===== src/rtl/lsal_pkg.sv =====
// Package for the light sensor autorange block: range tables, correction
// coefficients and the command/status structs between controller and datapath.
// No dependencies.
package lsal_pkg;

	localparam int CountW = 16;
	localparam int LuxW = 40;
	localparam int XW = 26;
	localparam int OpW = 40;
	localparam int AccW = 64;

	// floor(n / 625) = (n * RECIP_625) >> 35, exact for n < 2^25
	localparam logic [25:0] RECIP_625 = 26'd54975582;
	// half of 625, rounded down; the scaled count is even so this rounds half up
	localparam logic [8:0] ROUND_ADD = 9'd312;
	// scaled count carries 2^6 on top of the gain and time shift
	localparam logic [3:0] SHIFT_BASE = 4'd6;

	localparam logic signed [OpW-1:0] COEF_A = 40'sd2839795084;
	localparam logic signed [AccW-1:0] COEF_B = 64'sd676793746;
	localparam logic signed [AccW-1:0] COEF_C = 64'sd5871829222963;
	localparam logic signed [AccW-1:0] COEF_D = 64'sd1102040504520;
	localparam logic [LuxW-1:0] LUX_MAX = 40'hFF_FFFF_FFFF;

	localparam logic [1:0] CFG_CHANNEL = 2'd0;
	localparam logic [1:0] CFG_LOW = 2'd1;
	localparam logic [1:0] CFG_HIGH = 2'd2;

	localparam logic [1:0] OUTC_TOP = 2'd0;
	localparam logic [1:0] OUTC_CORR = 2'd1;
	localparam logic [1:0] OUTC_BRIGHT = 2'd2;

	typedef enum logic [3:0] {
		PH_IDLE  = 4'b0001,
		PH_UP    = 4'b0010,
		PH_DOWN  = 4'b0100,
		PH_FINAL = 4'b1000
	} phase_t;

	typedef struct packed {
		logic start;
		logic corrected;
		logic [CountW-1:0] count;
		logic [3:0] shift;
	} dp_cmd_t;

	typedef struct packed {
		logic done;
		logic [LuxW-1:0] lux;
	} dp_sts_t;

	// gain step 1..4 -> sensor gain bits
	function automatic logic [1:0] gain_bits(input logic [1:0] idx);
		case (idx)
			2'd0: gain_bits = 2'd2;
			2'd1: gain_bits = 2'd3;
			2'd2: gain_bits = 2'd0;
			default: gain_bits = 2'd1;
		endcase
	endfunction

	// log2 of gain factor 16,8,2,1
	function automatic logic [2:0] gain_shift(input logic [1:0] idx);
		case (idx)
			2'd0: gain_shift = 3'd4;
			2'd1: gain_shift = 3'd3;
			2'd2: gain_shift = 3'd1;
			default: gain_shift = 3'd0;
		endcase
	endfunction

	function automatic logic [3:0] time_bits(input logic [2:0] idx);
		case (idx)
			3'd0: time_bits = 4'd12;
			3'd1: time_bits = 4'd8;
			3'd2: time_bits = 4'd0;
			3'd3: time_bits = 4'd1;
			3'd4: time_bits = 4'd2;
			default: time_bits = 4'd3;
		endcase
	endfunction

	function automatic logic [9:0] time_ms(input logic [2:0] idx);
		case (idx)
			3'd0: time_ms = 10'd25;
			3'd1: time_ms = 10'd50;
			3'd2: time_ms = 10'd100;
			3'd3: time_ms = 10'd200;
			3'd4: time_ms = 10'd400;
			default: time_ms = 10'd800;
		endcase
	endfunction

endpackage


===== src/rtl/lsal_dp.sv =====
// Lux datapath: count scaling and divide by 625 through a reciprocal
// multiply in states QA, QB and QC, then a shared multiplier that steps
// through the quartic correction. Uses lsal_pkg.
module lsal_dp (
	input  logic clk,
	input  logic arst_n,
	input  lsal_pkg::dp_cmd_t cmd,
	output lsal_pkg::dp_sts_t sts
);

	typedef enum logic [5:0] {
		D_IDLE  = 6'b000001,
		D_QA    = 6'b000010,
		D_QB    = 6'b000100,
		D_QC    = 6'b001000,
		D_MUL   = 6'b010000,
		D_CLAMP = 6'b100000
	} dstate_t;

	dstate_t state_q;
	logic corr_q;
	logic [1:0] step_q;
	logic done_q;
	logic [19:0] c9_q;
	logic [3:0] j_q;
	logic [9:0] a_q;
	logic [24:0] n2_q;
	logic [lsal_pkg::XW-1:0] x_q;
	logic signed [lsal_pkg::AccW-1:0] acc_q;
	logic [lsal_pkg::LuxW-1:0] lux_q;

	logic [24:0] mul_in;
	logic [50:0] recip_prod;
	logic [15:0] quot;
	logic [19:0] a_mul;
	logic [9:0] rem_b;
	logic [lsal_pkg::XW-1:0] x_next;
	logic signed [lsal_pkg::AccW-1:0] t_sum;
	logic signed [lsal_pkg::OpW-1:0] op;
	logic signed [lsal_pkg::OpW+lsal_pkg::XW:0] prod;
	logic signed [lsal_pkg::AccW-1:0] y;

	// x = floor((count*9*2^j + 312) / 625), j = shift + 6, split as
	// count*9 = a*625 + b, x = a*2^j + floor((b*2^j + 312) / 625)
	assign mul_in = (state_q == D_QA) ? {5'd0, c9_q} : n2_q;
	assign recip_prod = {26'd0, mul_in} * {25'd0, lsal_pkg::RECIP_625};
	assign quot = recip_prod[50:35];
	assign a_mul = {10'd0, a_q} * 20'd625;
	assign rem_b = 10'(c9_q - a_mul);
	assign x_next = ({{(lsal_pkg::XW-10){1'b0}}, a_q} << j_q)
		+ {{(lsal_pkg::XW-16){1'b0}}, quot};

	always_comb begin
		t_sum = '0;
		op = lsal_pkg::COEF_A;
		case (step_q)
			2'd0: op = lsal_pkg::COEF_A;
			2'd1: begin
				t_sum = (acc_q >>> 24) - lsal_pkg::COEF_B;
				op = t_sum[lsal_pkg::OpW-1:0];
			end
			2'd2: begin
				t_sum = ((acc_q >>> 8) + lsal_pkg::COEF_C) >>> 16;
				op = t_sum[lsal_pkg::OpW-1:0];
			end
			default: begin
				t_sum = ((acc_q >>> 8) + lsal_pkg::COEF_D) >>> 16;
				op = t_sum[lsal_pkg::OpW-1:0];
			end
		endcase
	end

	assign prod = op * $signed({1'b0, x_q});
	assign y = (acc_q + 64'sd8388608) >>> 24;

	always_ff @(posedge clk or negedge arst_n) begin
		if (!arst_n) begin
			state_q <= D_IDLE;
			corr_q <= 1'b0;
			done_q <= 1'b0;
			step_q <= '0;
		end else begin
			// plain result lands with x, corrected one after the clamp
			done_q <= (state_q == D_QC && !corr_q) || (state_q == D_CLAMP);
			case (state_q)
				D_IDLE: begin
					if (cmd.start) begin
						state_q <= D_QA;
						corr_q <= cmd.corrected;
					end
				end
				D_QA: state_q <= D_QB;
				D_QB: state_q <= D_QC;
				D_QC: begin
					step_q <= '0;
					if (corr_q) begin
						state_q <= D_MUL;
					end else begin
						state_q <= D_IDLE;
					end
				end
				D_MUL: begin
					step_q <= step_q + 2'd1;
					if (step_q == 2'd3) begin
						state_q <= D_CLAMP;
					end
				end
				D_CLAMP: state_q <= D_IDLE;
				default: state_q <= D_IDLE;
			endcase
		end
	end

	always_ff @(posedge clk) begin
		case (state_q)
			D_IDLE: begin
				if (cmd.start) begin
					c9_q <= {4'd0, cmd.count} * 20'd9;
					j_q <= cmd.shift + lsal_pkg::SHIFT_BASE;
				end
			end
			D_QA: a_q <= quot[9:0];
			D_QB: n2_q <= ({15'd0, rem_b} << j_q) + {16'd0, lsal_pkg::ROUND_ADD};
			D_QC: begin
				x_q <= x_next;
				if (!corr_q) begin
					lux_q <= {{(lsal_pkg::LuxW-lsal_pkg::XW){1'b0}}, x_next};
				end
			end
			D_MUL: acc_q <= prod[lsal_pkg::AccW-1:0];
			D_CLAMP: begin
				if (y < 0) begin
					lux_q <= '0;
				end else if (y > $signed({24'd0, lsal_pkg::LUX_MAX})) begin
					lux_q <= lsal_pkg::LUX_MAX;
				end else begin
					lux_q <= y[lsal_pkg::LuxW-1:0];
				end
			end
			default: ;
		endcase
	end

	assign sts.done = done_q;
	assign sts.lux = lux_q;

endmodule


===== src/rtl/lsal_ctrl.sv =====
// Range controller: phase, gain and time steps, result fields of each beat,
// and sequencing of the lux datapath. Uses lsal_pkg.
module lsal_ctrl (
	input  logic clk,
	input  logic arst_n,
	input  logic in_fire,
	input  logic command,
	input  logic [15:0] raw_count,
	input  logic [15:0] low_limit,
	input  logic [15:0] high_limit,
	input  logic slot_free,
	input  lsal_pkg::dp_sts_t dp_sts,
	output lsal_pkg::dp_cmd_t dp_cmd,
	output logic ready,
	output logic load,
	output logic [15:0] cfg_word,
	output logic [9:0] wait_val,
	output logic done_val,
	output logic [1:0] outc_val
);

	typedef enum logic [2:0] {
		C_READY = 3'b001,
		C_CALC  = 3'b010,
		C_HOLD  = 3'b100
	} cstate_t;

	cstate_t state_q;
	lsal_pkg::phase_t phase_q, phase_d;
	logic [2:0] gain_q, gain_d;
	logic signed [2:0] time_q, time_d;
	logic [1:0] outc_q, outc_d;
	logic [15:0] cfg_q;
	logic [9:0] wait_q;
	logic done_q;
	logic [1:0] outr_q;

	logic shutdown, final_hit;
	logic [1:0] gidx;
	logic [2:0] tidx;
	logic [3:0] shift;

	always_comb begin
		phase_d = phase_q;
		gain_d = gain_q;
		time_d = time_q;
		outc_d = outc_q;
		shutdown = 1'b0;
		final_hit = 1'b0;
		if (!command) begin
			gain_d = 3'd1;
			time_d = 3'sd0;
			outc_d = lsal_pkg::OUTC_TOP;
			phase_d = lsal_pkg::PH_UP;
		end else begin
			case (phase_q)
				lsal_pkg::PH_UP: begin
					if (raw_count <= low_limit) begin
						if (gain_q <= 3'd3) gain_d = gain_q + 3'd1;
						if (gain_d >= 3'd4) begin
							if (time_q <= 3'sd2) time_d = time_q + 3'sd1;
							if (time_d >= 3'sd3) begin
								outc_d = lsal_pkg::OUTC_TOP;
								phase_d = lsal_pkg::PH_FINAL;
							end
						end
					end else begin
						phase_d = lsal_pkg::PH_DOWN;
					end
				end
				lsal_pkg::PH_DOWN: begin
					if (raw_count > high_limit) begin
						if (time_q >= -3'sd1) time_d = time_q - 3'sd1;
						if (time_d <= -3'sd2) begin
							outc_d = lsal_pkg::OUTC_BRIGHT;
							phase_d = lsal_pkg::PH_FINAL;
						end
					end else begin
						outc_d = lsal_pkg::OUTC_CORR;
						phase_d = lsal_pkg::PH_FINAL;
					end
				end
				lsal_pkg::PH_FINAL: begin
					final_hit = 1'b1;
					shutdown = 1'b1;
					phase_d = lsal_pkg::PH_IDLE;
				end
				default: shutdown = 1'b1;
			endcase
		end
	end

	assign gidx = 2'(gain_d - 3'd1);
	assign tidx = 3'(time_d + 3'sd2);
	// total shift = log2(gain factor) + 3 - time step, 0..9
	assign shift = {1'b0, lsal_pkg::gain_shift(2'(gain_q - 3'd1))} + 4'd3
		- {time_q[2], time_q};

	assign ready = (state_q == C_READY);
	assign load = (state_q == C_HOLD) && slot_free;

	assign dp_cmd.start = in_fire && final_hit;
	assign dp_cmd.corrected = (outc_q == lsal_pkg::OUTC_CORR);
	assign dp_cmd.count = raw_count;
	assign dp_cmd.shift = shift;

	always_ff @(posedge clk or negedge arst_n) begin
		if (!arst_n) begin
			state_q <= C_READY;
			phase_q <= lsal_pkg::PH_IDLE;
			gain_q <= 3'd1;
			time_q <= 3'sd0;
			outc_q <= lsal_pkg::OUTC_TOP;
		end else begin
			case (state_q)
				C_READY: begin
					if (in_fire) begin
						phase_q <= phase_d;
						gain_q <= gain_d;
						time_q <= time_d;
						outc_q <= outc_d;
						state_q <= final_hit ? C_CALC : C_HOLD;
					end
				end
				C_CALC: if (dp_sts.done) state_q <= C_HOLD;
				C_HOLD: if (slot_free) state_q <= C_READY;
				default: state_q <= C_READY;
			endcase
		end
	end

	always_ff @(posedge clk) begin
		if (in_fire) begin
			cfg_q <= {3'd0, lsal_pkg::gain_bits(gidx), 1'b0, lsal_pkg::time_bits(tidx),
				5'd0, shutdown};
			done_q <= final_hit;
			outr_q <= final_hit ? outc_q : lsal_pkg::OUTC_TOP;
			if (!shutdown) begin
				wait_q <= lsal_pkg::time_ms(tidx) + 10'd5;
			end else if (final_hit) begin
				wait_q <= 10'd3;
			end else begin
				wait_q <= 10'd0;
			end
		end
	end

	assign cfg_word = cfg_q;
	assign wait_val = wait_q;
	assign done_val = done_q;
	assign outc_val = outr_q;

endmodule


===== src/rtl/light_sensor_autorange_lux.sv =====
// Top level of the light sensor autorange controller: configuration
// registers, output register, controller and lux datapath. Uses lsal_pkg.
//
// One input beat in, one result beat out. A start (command 0) or a count
// beat that only steps the range goes through the HOLD state into the
// output register once the output slot is free, and the input takes no new
// beat until then. The count beat of the final phase runs the lux datapath:
// states QA, QB and QC scale the count and divide by 625 through a
// reciprocal multiply, and when the range outcome is "corrected" the MUL
// state steps the shared multiplier through the quartic correction and the
// CLAMP state clamps the result. The controller waits in CALC for the
// datapath's done before HOLD. The input side takes the next beat as soon
// as the previous result has moved into the output register, even if that
// result is still stalled there. Configuration writes are plain register
// writes.
module light_sensor_autorange_lux (
	input  logic clk,
	input  logic arst_n,
	input  logic cfg_we,
	input  logic [1:0] cfg_index,
	input  logic [15:0] cfg_wdata,
	input  logic in_valid,
	output logic in_stall,
	input  logic command,
	input  logic [15:0] raw_count,
	output logic out_valid,
	input  logic out_stall,
	output logic [15:0] config_word,
	output logic [3:0] read_register,
	output logic [9:0] wait_ms,
	output logic done_res,
	output logic [1:0] range_outcome,
	output logic [39:0] lux_value
);

	logic chan_q;
	logic [15:0] low_q, high_q;
	logic out_valid_q;
	logic ready, load, in_fire, slot_free;
	logic [15:0] cfg_word;
	logic [9:0] wait_val;
	logic done_val;
	logic [1:0] outc_val;
	logic [3:0] rreg_q;
	lsal_pkg::dp_cmd_t dp_cmd;
	lsal_pkg::dp_sts_t dp_sts;

	always_ff @(posedge clk or negedge arst_n) begin
		if (!arst_n) begin
			chan_q <= 1'b0;
			low_q <= 16'd100;
			high_q <= 16'd10000;
		end else if (cfg_we) begin
			case (cfg_index)
				lsal_pkg::CFG_CHANNEL: chan_q <= cfg_wdata[0];
				lsal_pkg::CFG_LOW: low_q <= cfg_wdata;
				lsal_pkg::CFG_HIGH: high_q <= cfg_wdata;
				default: ;
			endcase
		end
	end

	assign in_stall = !ready;
	assign in_fire = in_valid && ready;
	// output slot frees when empty or its beat leaves this edge
	assign slot_free = !out_valid_q || !out_stall;

	lsal_ctrl u_ctrl (
		.clk(clk),
		.arst_n(arst_n),
		.in_fire(in_fire),
		.command(command),
		.raw_count(raw_count),
		.low_limit(low_q),
		.high_limit(high_q),
		.slot_free(slot_free),
		.dp_sts(dp_sts),
		.dp_cmd(dp_cmd),
		.ready(ready),
		.load(load),
		.cfg_word(cfg_word),
		.wait_val(wait_val),
		.done_val(done_val),
		.outc_val(outc_val)
	);

	lsal_dp u_dp (
		.clk(clk),
		.arst_n(arst_n),
		.cmd(dp_cmd),
		.sts(dp_sts)
	);

	always_ff @(posedge clk or negedge arst_n) begin
		if (!arst_n) begin
			out_valid_q <= 1'b0;
		end else if (load) begin
			out_valid_q <= 1'b1;
		end else if (!out_stall) begin
			out_valid_q <= 1'b0;
		end
	end

	always_ff @(posedge clk) begin
		if (in_fire) begin
			rreg_q <= 4'd4 + {3'd0, chan_q};
		end
		if (load) begin
			config_word <= cfg_word;
			read_register <= rreg_q;
			wait_ms <= wait_val;
			done_res <= done_val;
			range_outcome <= outc_val;
			lux_value <= done_val ? dp_sts.lux : 40'd0;
		end
	end

	assign out_valid = out_valid_q;

endmodule

===== config.mk =====
export PLATFORM = sky130hd
export DESIGN_NAME = light_sensor_autorange_lux
export DESIGN_NICKNAME = d
export VERILOG_FILES = /design/src/rtl/lsal_pkg.sv /design/src/rtl/lsal_dp.sv /design/src/rtl/lsal_ctrl.sv /design/src/rtl/light_sensor_autorange_lux.sv
export SDC_FILE = /design/constraint.sdc
export NUM_CORES = 2
export LEC_CHECK = 0
export BUFFER_PORTS_ARGS = -buffer_cell sky130_fd_sc_hd__buf_2
export CAP_MARGIN = 20
export CORE_UTILIZATION = 47
export CTS_CLUSTER_DIAMETER = 100
export CTS_CLUSTER_SIZE = 30
export DETAILED_ROUTE_END_ITERATION = 8
export PLACE_DENSITY = 0.73
export SYNTH_ARGS = -nofsm -noshare
export SYNTH_HDL_FRONTEND = slang
export SYNTH_HIERARCHICAL = 1
export SYNTH_SLANG_ARGS = --single-unit

===== constraint.sdc =====
create_clock -name clk -period 12.3 [get_ports clk]
set_input_delay 1.845 -clock clk [delete_from_list [all_inputs] [get_ports clk]]
set_output_delay 1.845 -clock clk [all_outputs]
set_load 0.005 [all_outputs]

==> metrics.md <==
| Metric | Value |
|---|---|
| Main area contributors after synthesis | `fa_1 (39%), edfxtp_1 (12%), ha_1 (10%)` |
| Cts hold-fix bufs | `0` |
| Hold Crit Depth | `0` |
| Syn avg cell area | `between 9 and 10 um^2` |
| Yosys top cell area share | `around two fifths` |
| Predominant post-synthesis flop cell | `edfxtp_1` |
| Iter 0 DRT Violations | `between 3000 and 4000` |
| Fin cells | `8997` |
| Total track usage | `around 25%` |
| Maxcap violations | `0` |
| Layout cells sized above 1 | `5.50%` |
| WP data arrival | `approximately 12000 ps` |
| RSZ-0062 raised after global routing | `false` |
| Routed Antenna Nets | `0` |
| Most common cell in the netlist | `inv_1` |
| Status | `completed` |
| F_max | `0.0857 GHz` |
| Area Growth Syn to Fin | `4.74%` |
| Max-Slew Margin vs Limit | `about a quarter` |
| DP Area | `0.0702 mm^2` |
| R2R depth | `39` |
| Final Wtd Congestion | `0.953` |
| Final setup violation count | `0` |
| Max incr delay on CP | `about 560 ps` |
| Final Max Tran Viols | `0` |
| Number of synthesized register bits | `331` |
| Worst setup margin | `approximately 630 ps` |
| CTS tree | `yes` |
| IO Pins | `~120` |
| Post-layout util | `49.9%` |
| Hold Startpoint | `u_ctrl/cfg_word[0]` |
| Synthesized area | `0.0676 mm^2` |
| Final min period | `roughly 12000 ps` |
| Worst Skew | `~47 ps` |
| Die height | `roughly 380 um` |
| Final #Nets | `between 8000 and 9000` |
| First-pass GRT wire length | `between 200000 and 300000 um` |
| Cell taking the most area after synthesis | `fa_1` |
| Final Cycle Share | `approximately 95%` |
| Via density | `around 5.4` |
| Library cells used by synthesis | `105` |
| Clock sinks | `roughly 330` |
| Cells after DPL | `about 9000` |
| GRT overflow | `0` |
| Crit-path leading delay family | `compound AO/OA/AOI/OAI gates` |
| Vias in the first global route | `roughly 52000` |
| Initial antenna violation count | `3` |
| DP HPWL | `141000 um` |
| Die area | `~0.15 mm^2` |
| Worst VDD drop | `around 0.08 mV` |
| Post-Route WL | `about 180000 um` |
| Asr flop ratio synth | `between 10% and 20%` |
| # port buffers | `between 100 and 150` |
| CP required | `around 13000 ps` |
| CP Max Fanout | `35` |
| Routed wire length per instance | `approximately 20 um` |
| Drt first pass iters | `6` |
| Crit Path Category | `register to register` |
| Final hold viol count | `0` |
| Dpl ws | `around 670 ps` |
| Initial Util | `between 40% and 50%` |
| Hold EP | `config_word[0]` |
| P_leak | `between 30 and 40 nW` |
| Worst skew pair latency | `570 ps` |
| Largest net degree at the start of global routing | `about 70` |
| Die width | `between 300 and 400 um` |
| Site Rows | `about 140` |
| RR Endpoint | `u_dp/lux_q[22]` |
| Number of synthesized flops with an enable pin | `approximately 270` |
| Core ar. | `0.142 mm^2` |
| Overall Power | `roughly 2.9 mW` |
| Crit path top cell by count | `fa_1` |
| Crit path capture type | `register` |
| Synthesized instance count | `around 7200` |
| Cell Pwr Density | `between 40 and 50 mW/mm^2` |
| TNS Setup | `0 ps` |
| Least-Margin Pin Slew | `~1100 ps` |
| FF-to-FF Start | `u_dp/state_q[0]` |
| Clock Path Buffers | `3` |
| H-tree depth | `1` |
| Worst path slowest cell | `a2111oi_0` |
| Top cells by count, synth | `inv_1 (1785), fa_1 (1309), nand2_1 (859), ha_1 (546), and2_1 (441)` |
| CP bufs+invs | `6` |
| Setup slack, reg-to-reg | `between 600 and 700 ps` |
| Seq/Total Area, Yosys | `14.3%` |
| Vias | `approximately 49000` |
| Hold Slack | `approximately 410 ps` |
| Clock transition at path regs | `around 110 ps` |
| Worst hold-check path type | `register to register` |
| TritonCTS buffer count | `17` |
| Ys Warns | `6` |
| Critical path startpoint category | `register` |
| CTS root buffer | `clkbuf_16` |
| Post-route cell area | `0.0709 mm^2` |
| DRC violation count after routing | `0` |
-- registers in the layout, summed over array words and instances, names as in the netlist, 4 cells and up --
signal           count
config_word         16
u_ctrl/phase_q       4
u_dp/c9_q           20
u_dp/a_q            10
u_dp/acc_q          56
high_q              16
wait_ms             10
u_ctrl/cfg_word      7
u_dp/n2_q           25
lux_value           40
u_dp/lux_q          40
low_q               16
u_ctrl/wait_val     10
u_dp/j_q             4
u_dp/x_q            26
u_dp/state_q         6
-- worst reg2reg max path, delay by kind of cell, from the launching register on --
kind | cells | cell delay (ps)
AO/OA/AOI/OAI | 14 | 4060
XOR/XNOR | 2 | 490
adder cells (fa/ha/maj) | 9 | 3930
buffers and inverters | 6 | 900
flip-flops | 1 | 550
multiplexers | 1 | 590
AND/OR/NAND/NOR | 7 | 900
-- worst max path at each step --
stage,from,endpoint,slack [ps],depth (start not counted)
after global placement,u_dp/state_q[0],u_dp/lux_q[22],900,41
after CTS,u_dp/state_q[0],u_dp/lux_q[20],640,41
after floorplan,u_dp/state_q[0],u_dp/lux_q[20],2100,40
after global routing,u_dp/state_q[0],u_dp/lux_q[22],40,39
final,u_dp/state_q[0],u_dp/lux_q[22],630,39
after detailed placement,u_dp/state_q[0],u_dp/lux_q[20],670,41
-- layer usage --
metal / GRT usage, % / routed length (um)
met1: 33.2 / 72100
met2: 41.3 / 85000
met3: 3.62 / 13000
met4: 7.84 / 6290
met5: 0 / 0
-- report_power, final --
part           internal [mW]  leakage, nW  switching, mW
Combinational          0.309         31.6          0.462
Sequential              1.37         3.17         0.0625
Clock                  0.288        0.278          0.397
-- area by class of cell --
class,instances,area [um^2]
fill,13000,71200
clock inverter,9,125
tap,1890,2360
multi-input combinational,4743,50200
timing repair buffer,211,1360
sequential,331,9660
antenna,2,5.00
clock buffer,21,440
inverter,1790,6720
-- timing repair --
| item | 4_1_cts | 5_1_grt |
|---|---|---|
| endpoints found under the setup margin | 0 | 7 |
| gates resized for setup | 0 | 1 |
| buffers inserted | 0 | 0 |
-- logic make-up after synthesis --
kind of cell    count (synthesis)  synth area share, %
mux                            69                 1.26
compound gates                676                 6.61
simple gates                 1839                 13.2
flops                         331                 14.3
other cells                     4               0.0222
buf+inv                      2119                 12.0
fa+ha+maj                    1855                 48.8
xor+xnor                      291                 3.78
-- layout by cell type (no fill, tap or decap), types with 12 or more instances in the layout --
| cell type | synthesis | routed |
|---|---|---|
| a211oi_1 | 29 | 29 |
| a21o_1 | 63 | 62 |
| a21oi_1 | 191 | 158 |
| a21oi_2 | 4 | 24 |
| a21oi_4 | 0 | 13 |
| a221oi_1 | 35 | 35 |
| a31oi_1 | 18 | 17 |
| and2_1 | 441 | 441 |
| and3_1 | 25 | 24 |
| buf_2 | 26 | 111 |
| buf_4 | 29 | 95 |
| clkbuf_16 | 0 | 17 |
| conb_1 | 4 | 13 |
| dfrtp_1 | 47 | 47 |
| dfstp_2 | 12 | 12 |
| edfxtp_1 | 272 | 272 |
| fa_1 | 1309 | 1309 |
| ha_1 | 546 | 545 |
| inv_1 | 1785 | 1785 |
| mux2_2 | 18 | 18 |
| mux2_4 | 20 | 20 |
| mux2i_1 | 27 | 26 |
| nand2_1 | 859 | 859 |
| nand2b_1 | 30 | 30 |
| nand3_1 | 52 | 52 |
| nand4_1 | 33 | 33 |
| nor2_1 | 193 | 193 |
| nor2b_1 | 39 | 39 |
| nor3_1 | 46 | 45 |
| nor4_1 | 18 | 17 |
| o211ai_1 | 14 | 14 |
| o21a_1 | 30 | 30 |
| o21ai_0 | 127 | 127 |
| o21bai_1 | 16 | 16 |
| o22ai_1 | 29 | 29 |
| or2_2 | 15 | 15 |
| or3_1 | 27 | 27 |
| xnor2_1 | 191 | 191 |
| xor2_1 | 99 | 99 |
No activity file was read; power rests on OpenSTA's default activity.
